--- config.mk ---
export PLATFORM = sky130hd
export DESIGN_NAME = morse_keyer
export DESIGN_NICKNAME = d
export VERILOG_FILES = /design/src/design/mk_pkg.sv /design/src/design/mk_front.sv /design/src/design/mk_queue.sv /design/src/design/mk_back.sv /design/src/design/morse_keyer.sv
export SDC_FILE = /design/constraint.sdc
export NUM_CORES = 1
export LEC_CHECK = 0
export BUFFER_PORTS_ARGS = -buffer_cell sky130_fd_sc_hd__buf_4
export CORE_MARGIN = 2
export CORE_UTILIZATION = 67
export DETAILED_ROUTE_END_ITERATION = 8
export PLACE_DENSITY_LB_ADDON = 0.1
export SYNTH_ARGS = -nofsm -noshare
export SYNTH_HDL_FRONTEND = slang
export SYNTH_SLANG_ARGS = --single-unit
--- constraint.sdc ---
create_clock -name clk -period 11.8 [get_ports clk]
set_input_delay 0.59 -clock clk [delete_from_list [all_inputs] [get_ports clk]]
set_output_delay 0.59 -clock clk [all_outputs]
set_load 0.005 [all_outputs]
--- src/design/mk_pkg.sv ---
`default_nettype none
package mk_pkg;

	localparam int TIMER_WIDTH_DEFAULT = 16;
	localparam int QUEUE_DEPTH = 2;

	localparam int DOT_W = 12;
	localparam int DASH_W = 12;
	localparam int LGAP_W = 16;
	localparam int CFG_DATA_W = 16;
	localparam int CFG_IDX_W = 2;

	localparam logic [DOT_W-1:0]  DOT_RESET  = 12'd250;
	localparam logic [DASH_W-1:0] DASH_RESET = 12'd750;
	localparam logic [LGAP_W-1:0] LGAP_RESET = 16'(5 * 750);

	localparam logic [7:0] LETTER_BASE = 8'd65;
	localparam logic [7:0] DIGIT_BASE  = 8'd48;
	localparam logic [5:0] NUM_LETTERS = 6'd26;
	localparam int NUM_CODES = 36;

	typedef enum logic [CFG_IDX_W-1:0] {
		CFG_DOT  = 2'd0,
		CFG_DASH = 2'd1,
		CFG_LGAP = 2'd2
	} cfg_reg_t;

	typedef enum logic {
		OP_TICK = 1'b0,
		OP_LOAD = 1'b1
	} op_t;

	// entry = length << 5 | pattern (bit i set: element i is a dash)
	localparam logic [7:0] CODE_TABLE [NUM_CODES] = '{
		8'h42, 8'h81, 8'h85, 8'h61, 8'h20, 8'h84, 8'h63, 8'h80,
		8'h40, 8'h8E, 8'h65, 8'h82, 8'h43, 8'h41, 8'h67, 8'h86,
		8'h8B, 8'h62, 8'h60, 8'h21, 8'h64, 8'h88, 8'h66, 8'h89,
		8'h8D, 8'h83,
		8'hBF, 8'hBE, 8'hBC, 8'hB8, 8'hB0, 8'hA0, 8'hA1, 8'hA3,
		8'hA7, 8'hAF
	};

	typedef struct packed {
		logic       operation;
		logic [7:0] character;
	} req_t;

	typedef struct packed {
		logic key_level;
		logic tone_level;
		logic busy_res;
		logic rejected;
		logic letter_done;
	} rsp_t;

	// classified item handed from front to back
	typedef struct packed {
		logic       is_load;
		logic       char_ok;
		logic [4:0] pat_bits;
		logic [2:0] pat_len;
	} cmd_t;

	typedef struct packed {
		logic                  wr;
		logic [CFG_IDX_W-1:0]  index;
		logic [CFG_DATA_W-1:0] data;
	} cfg_wr_t;

endpackage
`default_nettype wire

--- src/design/mk_front.sv ---
`default_nettype none
module mk_front import mk_pkg::*; (
	input  wire logic clk,
	input  wire logic arst_n,
	input  wire logic req_valid,
	output logic      req_stall,
	input  wire req_t req,
	input  wire logic q_full,
	output logic      q_push,
	output cmd_t      q_cmd
);

	logic [7:0] let_off;
	logic [7:0] dig_off;
	logic       is_letter;
	logic       is_digit;
	logic [5:0] code_idx;
	logic [7:0] entry;

	assign req_stall = q_full;
	assign q_push    = req_valid && !q_full;

	always_comb begin
		let_off   = req.character - LETTER_BASE;
		dig_off   = req.character - DIGIT_BASE;
		is_letter = req.character >= LETTER_BASE && let_off < 8'(NUM_LETTERS);
		is_digit  = req.character >= DIGIT_BASE && dig_off < 8'd10;
		code_idx  = '0;
		if (is_letter) begin
			code_idx = let_off[5:0];
		end else if (is_digit) begin
			code_idx = dig_off[5:0] + NUM_LETTERS;
		end
		entry = CODE_TABLE[code_idx];

		q_cmd          = '0;
		q_cmd.is_load  = req.operation == OP_LOAD;
		q_cmd.char_ok  = is_letter || is_digit;
		q_cmd.pat_bits = entry[4:0];
		q_cmd.pat_len  = entry[7:5];
	end

	assert property (@(posedge clk) disable iff (!arst_n)
		q_push |-> (!q_cmd.char_ok || q_cmd.pat_len != 3'd0))
		else $error("valid character mapped to empty pattern");

	assert property (@(posedge clk) disable iff (!arst_n)
		(req_valid && req.operation == OP_LOAD && req.character == 8'd32) |->
			!q_cmd.char_ok)
		else $error("space classified as valid character");

	assert property (@(posedge clk) disable iff (!arst_n)
		q_push |-> !req_stall)
		else $error("push while input stalled");

endmodule
`default_nettype wire

--- src/design/mk_queue.sv ---
`default_nettype none
module mk_queue import mk_pkg::*; (
	input  wire logic clk,
	input  wire logic arst_n,
	input  wire logic push,
	input  wire cmd_t push_cmd,
	output logic      full,
	output logic      q_valid,
	output cmd_t      q_cmd,
	input  wire logic pop
);

	localparam int PW = $clog2(QUEUE_DEPTH);
	localparam int CW = $clog2(QUEUE_DEPTH + 1);

	cmd_t          mem_q [QUEUE_DEPTH];
	logic [PW-1:0] wr_ptr_q;
	logic [PW-1:0] rd_ptr_q;
	logic [CW-1:0] count_q;

	assign full    = count_q == CW'(QUEUE_DEPTH);
	assign q_valid = count_q != '0;
	assign q_cmd   = mem_q[rd_ptr_q];

	always_ff @(posedge clk) begin
		if (push) begin
			mem_q[wr_ptr_q] <= push_cmd;
		end
	end

	always_ff @(posedge clk or negedge arst_n) begin
		if (!arst_n) begin
			wr_ptr_q <= '0;
			rd_ptr_q <= '0;
			count_q  <= '0;
		end else begin
			if (push) begin
				wr_ptr_q <= (wr_ptr_q == PW'(QUEUE_DEPTH - 1)) ? '0 : wr_ptr_q + PW'(1);
			end
			if (pop) begin
				rd_ptr_q <= (rd_ptr_q == PW'(QUEUE_DEPTH - 1)) ? '0 : rd_ptr_q + PW'(1);
			end
			if (push && !pop) begin
				count_q <= count_q + CW'(1);
			end else if (pop && !push) begin
				count_q <= count_q - CW'(1);
			end
		end
	end

	assert property (@(posedge clk) disable iff (!arst_n)
		count_q <= CW'(QUEUE_DEPTH))
		else $error("queue overflow");

	assert property (@(posedge clk) disable iff (!arst_n)
		pop |-> q_valid)
		else $error("pop from empty queue");

	assert property (@(posedge clk) disable iff (!arst_n)
		(push && !pop) |=> count_q == $past(count_q) + CW'(1))
		else $error("queue count lost a push");

endmodule
`default_nettype wire

--- src/design/mk_back.sv ---
`default_nettype none
module mk_back import mk_pkg::*; #(
	parameter int TIMER_WIDTH = TIMER_WIDTH_DEFAULT
) (
	input  wire logic    clk,
	input  wire logic    arst_n,
	input  wire cfg_wr_t cfg,
	input  wire logic    q_valid,
	input  wire cmd_t    q_cmd,
	output logic         q_pop,
	output logic         rsp_valid,
	input  wire logic    rsp_stall,
	output rsp_t         rsp
);

	localparam int LW = (TIMER_WIDTH > LGAP_W) ? TIMER_WIDTH : LGAP_W;
	localparam logic [TIMER_WIDTH-1:0] CNT_MAX = '1;

	typedef enum logic [1:0] {
		PH_IDLE = 2'd0,
		PH_MARK = 2'd1,
		PH_GAP  = 2'd2,
		PH_LGAP = 2'd3
	} phase_t;

	logic [DOT_W-1:0]  dot_q;
	logic [DASH_W-1:0] dash_q;
	logic [LGAP_W-1:0] lgap_q;

	phase_t                 phase_q, phase_d;
	logic [TIMER_WIDTH-1:0] tick_q, tick_d, tick_inc;
	logic [4:0]             bits_q, bits_d;
	logic [2:0]             len_q, len_d;
	logic [2:0]             elem_q, elem_d;
	logic                   tone_q, tone_d;
	logic                   rsp_valid_q;
	rsp_t                   rsp_q, res;

	logic              is_dash;
	logic [DOT_W-1:0]  elem_len;
	logic [LW-1:0]     limit;
	logic              cnt_done;
	logic              more_elems;

	assign rsp_valid = rsp_valid_q;
	assign rsp       = rsp_q;
	assign q_pop     = q_valid && (!rsp_valid_q || !rsp_stall);

	always_comb begin
		tick_inc   = (tick_q == CNT_MAX) ? tick_q : tick_q + TIMER_WIDTH'(1);
		is_dash    = (elem_q < 3'd5) ? bits_q[elem_q] : 1'b0;
		elem_len   = is_dash ? dash_q : dot_q;
		case (phase_q)
			PH_MARK: limit = LW'({elem_len, 1'b0});
			PH_GAP:  limit = LW'(dot_q);
			default: limit = LW'(lgap_q);
		endcase
		cnt_done   = LW'(tick_inc) >= limit || tick_inc == CNT_MAX;
		more_elems = ({1'b0, elem_q} + 4'd1 < {1'b0, len_q}) && elem_q < 3'd4;

		phase_d = phase_q;
		tick_d  = tick_q;
		bits_d  = bits_q;
		len_d   = len_q;
		elem_d  = elem_q;
		tone_d  = tone_q;
		res     = '0;

		if (q_cmd.is_load) begin
			if (phase_q != PH_IDLE || !q_cmd.char_ok) begin
				res.rejected = 1'b1;
			end else begin
				bits_d  = q_cmd.pat_bits;
				len_d   = q_cmd.pat_len;
				elem_d  = '0;
				tick_d  = '0;
				tone_d  = 1'b0;
				phase_d = PH_MARK;
			end
		end else begin
			case (phase_q)
				PH_MARK: begin
					res.key_level  = 1'b1;
					res.tone_level = ~tone_q;
					tone_d         = ~tone_q;
					tick_d         = cnt_done ? '0 : tick_inc;
					if (cnt_done) begin
						phase_d = PH_GAP;
					end
				end
				PH_GAP: begin
					tick_d = cnt_done ? '0 : tick_inc;
					if (cnt_done) begin
						if (more_elems) begin
							elem_d  = elem_q + 3'd1;
							tone_d  = 1'b0;
							phase_d = PH_MARK;
						end else if (lgap_q == '0) begin
							res.letter_done = 1'b1;
							phase_d         = PH_IDLE;
						end else begin
							phase_d = PH_LGAP;
						end
					end
				end
				PH_LGAP: begin
					tick_d = cnt_done ? '0 : tick_inc;
					if (cnt_done) begin
						res.letter_done = 1'b1;
						phase_d         = PH_IDLE;
					end
				end
				default: begin
				end
			endcase
		end
		res.busy_res = phase_d != PH_IDLE;
	end

	always_ff @(posedge clk or negedge arst_n) begin
		if (!arst_n) begin
			dot_q       <= DOT_RESET;
			dash_q      <= DASH_RESET;
			lgap_q      <= LGAP_RESET;
			phase_q     <= PH_IDLE;
			tick_q      <= '0;
			bits_q      <= '0;
			len_q       <= '0;
			elem_q      <= '0;
			tone_q      <= 1'b0;
			rsp_valid_q <= 1'b0;
			rsp_q       <= '0;
		end else begin
			if (cfg.wr) begin
				case (cfg.index)
					CFG_DOT:  dot_q  <= cfg.data[DOT_W-1:0];
					CFG_DASH: dash_q <= cfg.data[DASH_W-1:0];
					CFG_LGAP: lgap_q <= cfg.data[LGAP_W-1:0];
					default: begin
					end
				endcase
			end
			if (q_pop) begin
				phase_q     <= phase_d;
				tick_q      <= tick_d;
				bits_q      <= bits_d;
				len_q       <= len_d;
				elem_q      <= elem_d;
				tone_q      <= tone_d;
				rsp_q       <= res;
				rsp_valid_q <= 1'b1;
			end else if (!rsp_stall) begin
				rsp_valid_q <= 1'b0;
			end
		end
	end

	assert property (@(posedge clk) disable iff (!arst_n)
		elem_q <= 3'd4)
		else $error("element index past five elements");

	assert property (@(posedge clk) disable iff (!arst_n)
		(q_pop && q_cmd.is_load && q_cmd.char_ok && phase_q == PH_IDLE) |=>
			(phase_q == PH_MARK && tick_q == '0 && rsp_q.busy_res))
		else $error("accepted load did not start a mark");

	assert property (@(posedge clk) disable iff (!arst_n)
		(rsp_valid_q && rsp_q.letter_done) |-> !rsp_q.busy_res && !rsp_q.key_level)
		else $error("letter done while still busy");

	assert property (@(posedge clk) disable iff (!arst_n)
		(rsp_valid_q && rsp_q.rejected) |-> !rsp_q.key_level && !rsp_q.letter_done)
		else $error("rejected load with keying activity");

endmodule
`default_nettype wire

--- src/design/morse_keyer.sv ---
// A result passes through the queue and then the output register after its item is accepted.
// Throughput: one item per cycle; the back end retires one queued item per cycle unless stalled.
// A two-entry queue separates input classification from the keying state machine.
// Reset (arst_n low, asynchronous): keyer idle, counters and queue cleared,
// registers back to dot 250, dash 750, letter gap 3750.
`default_nettype none
module morse_keyer import mk_pkg::*; #(
	parameter int TIMER_WIDTH = TIMER_WIDTH_DEFAULT
) (
	input  wire logic                  clk,
	input  wire logic                  arst_n,
	input  wire logic                  req_valid,
	output logic                       req_stall,
	input  wire req_t                  req,
	output logic                       rsp_valid,
	input  wire logic                  rsp_stall,
	output rsp_t                       rsp,
	input  wire logic                  cfg_valid,
	output logic                       cfg_ready,
	input  wire logic [CFG_IDX_W-1:0]  cfg_index,
	input  wire logic [CFG_DATA_W-1:0] cfg_data
);

	logic    q_full;
	logic    q_push;
	cmd_t    push_cmd;
	logic    q_valid;
	cmd_t    q_cmd;
	logic    q_pop;
	cfg_wr_t cfg;

	assign cfg_ready = 1'b1;
	assign cfg.wr    = cfg_valid;
	assign cfg.index = cfg_index;
	assign cfg.data  = cfg_data;

	mk_front u_front (
		.clk       (clk),
		.arst_n    (arst_n),
		.req_valid (req_valid),
		.req_stall (req_stall),
		.req       (req),
		.q_full    (q_full),
		.q_push    (q_push),
		.q_cmd     (push_cmd)
	);

	mk_queue u_queue (
		.clk      (clk),
		.arst_n   (arst_n),
		.push     (q_push),
		.push_cmd (push_cmd),
		.full     (q_full),
		.q_valid  (q_valid),
		.q_cmd    (q_cmd),
		.pop      (q_pop)
	);

	mk_back #(
		.TIMER_WIDTH (TIMER_WIDTH)
	) u_back (
		.clk       (clk),
		.arst_n    (arst_n),
		.cfg       (cfg),
		.q_valid   (q_valid),
		.q_cmd     (q_cmd),
		.q_pop     (q_pop),
		.rsp_valid (rsp_valid),
		.rsp_stall (rsp_stall),
		.rsp       (rsp)
	);

endmodule
`default_nettype wire
# == Word level (Yosys, flattened, before mapping) ==
# Memories as Yosys holds them, arrays and structs flattened.
# Cells that the tools add are included.
# op_classes
addsub,10
order_cmp,10
n_eq_ne,12
n_mux,50
n_bitwise,3
reduce_logical,36
# op_table
cell,count
$mux W16,5
$eq A16 B16 Y1 const B,2
$pmux W16 S2,1
$mux W2,11
$mux W1,19
$add A16 B1 Y16 const B,1
$ge A16 B16 Y1,1
$logic_not A16 Y1,1
$mux W8,2
$reduce_bool A2 Y1,8
$mux W3,5
$mux W12,1
$mux W6,2
$reduce_and A5 Y1,2
$eq A2 B2 Y1 const B,4
$ge A8 B6 Y1 const B,1
$ge A8 B7 Y1 const B,1
$lt A8 B4 Y1 const B,1
$lt A8 B5 Y1 const B,1
$sub A8 B6 Y8 const B,1
$sub A8 B7 Y8 const B,1
$ge A7 B7 Y1 const B,1
$logic_and A1 B1 Y1,7
$not A6 Y7,1
24 further kinds,41
# totals
ff_bits,80
mem_bits_rw,20
mem_bits_ro,512
inputBits,32
out_inout_bits,8
word_cells,141
mem_count,2
# memory_table
memory,words,word_bits,read_ports,rd_clocked_by_memory_dff,write_ports,line,text
(name not given),64,8,1,0,0,mk_front.sv:34,entry = CODE_TABLE[code_idx];
u_queue.mem_q,2,10,1,0,1,mk_queue.sv:16,cmd_t mem_q [QUEUE_DEPTH];

# == Depth between registers and ports, before layout ==
# Gate-level depths: netlist (run 1).
# depth
ltp_word,11
ltp_mapped,18
ltp_nobuf,16

# == Cells and area by module ==
# A second synthesis (run 1) with hierarchy kept.
# unflattened
cells_unflattened,656
hier_area_um2,6720.2
# modules_own_cells
module,instances,cells_per_inst,area_per_inst_um2,seq_area_each_um2
mk_back,1,452,4630.7,1926.8
mk_front,1,155,1128.6,0.0
mk_queue,1,47,949.7,700.7
morse_keyer,1,2,11.3,0.0

# == Least setup slack after synthesis (run 1) ==
# Ideal clock, no wire load.
# synth_timing
path_type,register to register
startpoint,register u_back.elem_q[0]
endpoint,register u_back.rsp_q (netlist bit u_back.rsp[2])
arrival_time_ps,4210
setup_slack_ps,7454
stages_incl_launch_ff,19
path_buffers,2
path_cell_list,dfrtp_1 > mux4_2 > mux2i_1 > clkbuf_1 > mux2_2 > a22oi_1 > nand2_1 > o21ai_0 > ha_1 > a21o_1 > a21o_1 > a211oi_1 > o21bai_1 > a21o_1 > a221oi_1 > and2_4 > buf_6 > mux2i_1 > o211ai_1
# synth_via
elab_chain_cells,11
# synth_rtl
element,line,text
from (decl),mk_back.sv:34,"logic [2:0] elem_q, elem_d;"
from (signal assigned),mk_back.sv:148,elem_q <= elem_d;
$bmux W1 S3,mk_back.sv:51,is_dash = (elem_q < 3'd5) ? bits_q[elem_q] : 1'b0;
$mux W1 (implied by the code),mk_back.sv:51,
$mux W1,mk_back.sv:51,
$mux W12,mk_back.sv:52,elem_len = is_dash ? dash_q : dot_q;
$pmux W16 S2,mk_back.sv:53,case (phase_q)
$ge A16 B16 Y1,mk_back.sv:58,cnt_done = LW'(tick_inc) >= limit || tick_inc == CNT_MAX;
$logic_or A1 B1 Y1,mk_back.sv:58,
"$mux W2, on equally long branches","mk_back.sv:108, mk_back.sv:87, mk_back.sv:93",
$pmux W2 S3 (*),mk_back.sv:81,case (phase_q)
$mux W2 (*),mk_back.sv:69,if (q_cmd.is_load) begin
$reduce_bool A2 Y1 (*),mk_back.sv:117,res.busy_res = phase_d != PH_IDLE;
to (signal assigned),mk_back.sv:150,rsp_q <= res;
to (decl),mk_back.sv:37,"rsp_t rsp_q, res;"
# Every way passes the cells marked *; elsewhere a longest branch is shown, timed or not. The select of a mux whose other input is x is not followed.
# A chain may end at the register's enable or synchronous reset.

# == Final worst setup path (run 1) ==
# layout_timing
startpoint,register u_back.tick_q[2]
endpoint,register u_back.tick_q[11]
# layout_via
elab_chain_cells,7
# layout_rtl
element,line,text
from (decl),mk_back.sv:31,"logic [TIMER_WIDTH-1:0] tick_q, tick_d, tick_inc;"
from (signal assigned),mk_back.sv:145,tick_q <= tick_d;
$add A16 B1 Y16 / $eq A16 B16 Y1 (equally long branches),mk_back.sv:50,tick_inc = (tick_q == CNT_MAX) ? tick_q : tick_q + TIMER_WIDTH'(1);
$mux W16 (*),mk_back.sv:50,
$ge A16 B16 Y1 / $eq A16 B16 Y1 (equally long branches),mk_back.sv:58,
$logic_or A1 B1 Y1,mk_back.sv:58,
$mux W16 (*),"mk_back.sv:86, mk_back.sv:92, mk_back.sv:107",
$mux W16 (*),n/a,
$mux W16 (*),mk_back.sv:69,
# Marked as above.

==> run metrics, run 1 <==
outcome=finished, final reports clean; leading area contributor after synthesis=dfrtp_1; worst setup margin=6947 ps; design area=7077 sq um; cell row count=36; Slew HR=0.3224; gr usage total=0.2797; CTS max path bufs=2; Root Buffer=clkbuf_8; initial antenna violation count=0; multiplexer share of the synthesized area=0.1364; post-synthesis area per instance=10.22 sq um; Routed WL per cell=17.78 microns; XOR/XNOR Fraction of Synth Area=0.02644; Async S/R FF share, synth=0.8000; initial DRC count=298; total power=1.330 mW; CTS tree=yes; post-synth top area share=0.2282; Synth Register Bits=100; core area=9639 sq um; top cells by count, synth=nand2_1 (72), dfrtp_1 (60), mux2_2 (57); non-filler cells, final=797; port bufs=38; f_max=206.1 MHz; synthesis warning total=0; Vias/cell=6.306; placed instance area=6878 sq um; most used cell, CP=a21o_1; DP HPWL=10140 microns; first-pass GRT wire length=23160 microns; Reg clk slew, reported paths=100 ps; Worst Path Required=12100 ps; RSZ-0062 raised after global routing=false; path type of the worst setup path=reg -> reg; DR DRC count=0; IO Count=40; crit share post-route=0.4112; GRT Residual Overflow=0; crit path cell chain=nand4_1, or3_4, a21oi_2, nand2_1, xnor2_1, ha_1, a21o_1, a21o_1, a211oi_1, o21bai_1, a21o_1, a221oi_1, and3_1, a21oi_1, a21oi_1; Skew-Pair Late Insertion Delay=380 ps; Die Width=103.1 microns; FF-to-FF setup slack=6950 ps; count of cell types in the netlist=81; Synth Cell Area=6579 sq um; pwr/cell area=188.0 nW/um^2; vias in the first global route=4877; Post-Syn Nets=714; Initial Utilization=0.6825; Inst Count DP=781; DIE AREA=10630 sq um; ys flop type=dfrtp_1; share of cells above drive strength 1=0.2485; Fin Setup TNS=0 ps; First-pass DRT Iterations=5; ranking of synthesized cells by area=dfrtp_1 (23%), mux2_2 (9.8%), edfxtp_1 (9.1%); Post-Synth Adder-Cell Area=0.07227; # setup viols final=0; TritonCTS buffer count=9; number of synthesized flops with an enable pin=20; final WL=14170 microns; Synth Area in Compound Gates=0.1527; Cells after Synth=644; Worst Setup End Kind=register; Critical Path Slowest Stage Cell=and3_1; Worst setup SP type=register; Slew Viols, Final=0; hold_buf cts=0; largest family of logic cells by synthesized area=simple AND/OR/NAND/NOR gates; DIE HEIGHT=103.1 microns; Ant. Diodes=0; register area share after synthesis=0.3994; skew final=14.76 ps; H-tree depth=3; Max Cap Viol=0; largest net degree at the start of global routing=81; area grow syn2layout=7.569%; Synth Area in Simple Gates=0.1702; CTS resizes=0; CP Max Fanout=13; RD Place Congestion=0.9730; clock net sink count=100; count leader, synth=nand2_1; # fillers=755; crit-path max cell delay=600 ps; Hold Vio Cnt, Final=0; worst vdd ir=0.1036 mV; Arr. time, crit path=5150 ps; post-CTS setup buffers=0; pre-CTS WS=7108 ps; nets@finish=729; Pleak=3.111 nW; post-route minimum period=4853 ps; via count=5026; Hold WC Path Type=in -> async; post-route ant nets=0; Least-Margin Pin Slew=1016 ps
## routing by layer
metal / part of all wire / wire [microns] / vias up / global-route usage
met5: 0 / 0 / - / 0
met2: 0.53 / 7474 / 130 / 0.4960
li1: - / - / 2400 / -
met1: 0.41 / 5814 / 2460 / 0.3342
met4: 0.027 / 378 / 0 / 0.1134
met3: 0.036 / 506 / 36 / 0.05220
## registers in the layout, summed over array words and instances, names as in the netlist
signal,flops
u_back.dot_q,12
u_queue.mem_q,20
u_back.len_q,3
u_back.rsp,5
u_back.phase_q,2
u_back.elem_q,3
u_queue.count_q,2
u_back.tone_q,1
u_back.lgap_q,16
u_queue.rd_ptr_q,1
u_queue.wr_ptr_q,1
u_back.bits_q,5
u_back.dash_q,12
u_back.tick_q,16
u_back.rsp_valid,1
## area by class of cell
| class | instances | area [sq um] | share of cell area |
|---|---|---|---|
| inverter | 23 | 86.33 | 0.01220 |
| tap | 133 | 166.4 | 0.02351 |
| sequential | 100 | 2628 | 0.3713 |
| multi-input combinational | 482 | 3675 | 0.5193 |
| clock inverter | 7 | 75.07 | 0.01061 |
| timing repair buffer | 43 | 322.8 | 0.04562 |
| clock buffer | 9 | 123.9 | 0.01750 |
## worst paths after layout
check                            startpoint             endpoint  depth (start not counted)
setup / recovery           u_back.tick_q[2]    u_back.tick_q[11]                         15
hold / removal                       arst_n    u_back.tick_q[11]                          1
setup reg to reg           u_back.tick_q[2]    u_back.tick_q[11]                         15
hold reg to reg            u_back.bits_q[0]     u_back.bits_q[0]                          2
max in group asynchronous            arst_n     u_back.tick_q[1]                          1
min in group clk                     req[8]  u_queue.mem_q[0][9]                          1
## metrics by stage
step | hold slack [ps] | util
after floorplan | 294.4 | -
after global placement | 463.6 | 0.7135
after detailed placement | 468.8 | 0.7135
after CTS | 375.8 | 0.7342
after global routing | 363.5 | 0.7342
final | 343.6 | 0.7342
## layout by cell type (no fill, tap or decap), types with 21 or more instances in the layout
| master | instances |
|---|---|
| ha_1 | 38 |
| inv_1 | 22 |
| o21ai_0 | 35 |
| dfrtp_1 | 60 |
| a21oi_1 | 21 |
| nor2_1 | 26 |
| nand2_1 | 72 |
| mux2_2 | 57 |
| buf_4 | 43 |
## worst max-delay path, delay by kind of cell, from the launching register on
kind                     cells  cell delay, ps
AND/OR/NAND/NOR              4            1840
flip-flops                   1             520
XOR/XNOR                     1             220
AO/OA/AOI/OAI                9            1900
adder cells (fa/ha/maj)      1             290
## power breakdown
group,total (mW),switching (mW),internal (mW)
registers,0.525,0.0733,0.452
logic,0.586,0.329,0.257
clock network,0.218,0.134,0.0839
total,1.33,0.537,0.793
## logic make-up (layout without fill, tap and decap cells)
| logic type | count (synthesis) | after routing |
|---|---|---|
| flip-flops | 100 | 100 |
| AO/OA/AOI/OAI | 143 | 143 |
| AND/OR/NAND/NOR | 201 | 201 |
| XOR/XNOR | 19 | 19 |
| adder cells (fa/ha/maj) | 38 | 38 |
| buffers and inverters | 62 | 82 |
| other | 1 | 1 |
| multiplexers | 80 | 80 |
(Power assumes the default switching activity.)
==> inputs of run 2 (changes only) <==
--- a/config.mk
+++ b/config.mk
@@ -7,7 +7,7 @@
 export LEC_CHECK = 0
 export BUFFER_PORTS_ARGS = -buffer_cell sky130_fd_sc_hd__buf_4
 export CORE_MARGIN = 2
-export CORE_UTILIZATION = 67
+export CORE_UTILIZATION = 62
 export DETAILED_ROUTE_END_ITERATION = 8
 export PLACE_DENSITY_LB_ADDON = 0.1
 export SYNTH_ARGS = -nofsm -noshare
==> constraint.sdc (replaced) <==
create_clock -name clk -period 4.5 [get_ports clk]
set_input_delay 0.225 -clock clk [delete_from_list [all_inputs] [get_ports clk]]
set_output_delay 0.225 -clock clk [all_outputs]
set_load 0.005 [all_outputs]
==> run 2 against run 1 <==
Compared with the run above:
- the run now ends with negative hold slack left
- core utilization shrank 4.1 points
- largest power group unchanged
- worst setup slack lost 6600 ps
- non-clock buffer count grew 9
- critical path type unchanged
- clock power grew to 2.6 times the previous value
- critical endpoint unchanged
- total power grew to 2.6 times the previous value
- sequential share of layout area shrank 0.37 points
- clock skew shrank 3.2 ps
- cell area grew 1.1%
- hold slack lost 360 ps
==> run metrics, run 2 (synthesized netlist as in run 1, its figures left out) <==
outcome=complete, but fails checks; failing checks=negative hold slack; Die Width=107.0 microns; TritonCTS buffer count=9; Hold WC Path Type=in -> async; Ant. Diodes=0; f_max=241.4 MHz; DIE HEIGHT=107.0 microns; Fin Setup TNS=0 ps; Routed WL per cell=17.74 microns; first-pass GRT wire length=24040 microns; CP Max Fanout=13; GRT Residual Overflow=0; leading cell type in the layout, fill and taps excluded=nand2_1; H-tree depth=3; First-pass DRT Iterations=5; skew final=11.52 ps; core area=10320 sq um; Arr. time, crit path=4450 ps; IO Count=40; gr usage total=0.2646; area grow syn2layout=8.711%; Vias/cell=6.189; initial antenna violation count=0; CTS resizes=0; final WL=14350 microns; nets@finish=738; Slew Viols, Final=0; Pleak=3.152 nW; cell row count=37; Top Registers=u_queue.mem_q: 20 flops, u_back.lgap_q: 16 flops, u_back.tick_q: 16 flops; DIE AREA=11450 sq um; total power=3.511 mW; vias in the first global route=4983; DP HPWL=10390 microns; most used cell, CP=a21o_1; initial DRC count=359; post-route ant nets=0; crit share post-route=0.9206; post-route minimum period=4143 ps; via count=5007; FF-to-FF setup slack=360 ps; crit-path max cell delay=520 ps; hold_buf cts=0; WHS=-16.04 ps; Most flops, register=u_queue.mem_q; clock net sink count=100; Reg clk slew, reported paths=110 ps; path type of the worst setup path=reg -> reg; post-CTS setup buffers=0; CTS tree=yes; Hold Vio Cnt, Final=16; Worst Setup End Kind=register; max reg flops=20; Skew-Pair Late Insertion Delay=390 ps; RD Place Congestion=0.9396; leading cell types in the layout, fill and taps excluded=nand2_1 (72), dfrtp_1 (59), mux2_2 (57); Worst Path Required=4810 ps; Slew HR=0.3391; CTS max path bufs=2; # setup viols final=0; worst vdd ir=0.2824 mV; port bufs=38; crit path cell chain=mux4_2, mux2i_2, mux2_2, a22oi_1, nand2_1, o21ai_0, ha_1, a21o_1, a21o_1, a211oi_1, o21bai_1, a21o_1, a221oi_1, buf_4, and3_1, buf_4, a21oi_1, a21oi_1; pwr/cell area=490.9 nW/um^2; largest net degree at the start of global routing=81; Worst setup SP type=register; pre-CTS WS=339.3 ps; Max Cap Viol=0; Initial Utilization=0.6373; share of cells above drive strength 1=0.2630; critical path's top delay family=compound AO/OA/AOI/OAI gates; DR DRC count=0; RSZ-0062 raised after global routing=false; Least-Margin Pin Slew=991.3 ps; worst setup margin=357.2 ps; Root Buffer=clkbuf_8; Critical Path Slowest Stage Cell=mux4_2; WP buf/inv=2
## run 2: path summary, 6_finish.rpt
path / start / endpoint / depth (start not counted)
worst max-delay path: u_back.elem_q[0] / u_back.tick_q[11] / 18
worst min-delay path: arst_n / u_back.rsp_valid / 1
worst max register to register: u_back.elem_q[0] / u_back.tick_q[11] / 18
worst min register to register: u_back.bits_q[2] / u_back.bits_q[2] / 2
max in group asynchronous: arst_n / u_back.elem_q[0] / 1
min in group clk: req[8] / u_queue.mem_q[1][9] / 1
## run 2: per-stage QoR
| step | hold WS, ps | instances | util | area [sq um] |
|---|---|---|---|---|
| floorplan | -70.59 | 644 | - | 6579 |
| global placement | 411.9 | 793 | 0.6731 | 6949 |
| detailed placement | 413.5 | 793 | 0.6731 | 6949 |
| CTS | 12.84 | 809 | 0.6918 | 7142 |
| global route | 7.471 | 809 | 0.6928 | 7152 |
| finish | -16.04 | 809 | 0.6928 | 7152 |
## run 2: final cells by class
class | count | area (sq um)
Clock buffer | 10 | 137.6
Clock inverter | 6 | 55.05
Fill cell | 784 | 3172
Inverter | 23 | 86.33
Multi-Input combinational cell | 482 | 3684
Sequential cell | 100 | 2629
Tap cell | 136 | 170.2
Timing Repair Buffer | 52 | 390.4
## run 2: routing by layer
metal / part of all wire / global-route usage
met2: 0.53 / 0.4791
met5: 0 / 0
met3: 0.033 / 0.04498
met1: 0.42 / 0.3208
met4: 0.020 / 0.08163
## run 2: report_power, final
part           internal (mW)  switching, mW
clock network          0.228          0.339
registers               1.19          0.198
logic                  0.693          0.868
total                   2.11           1.40
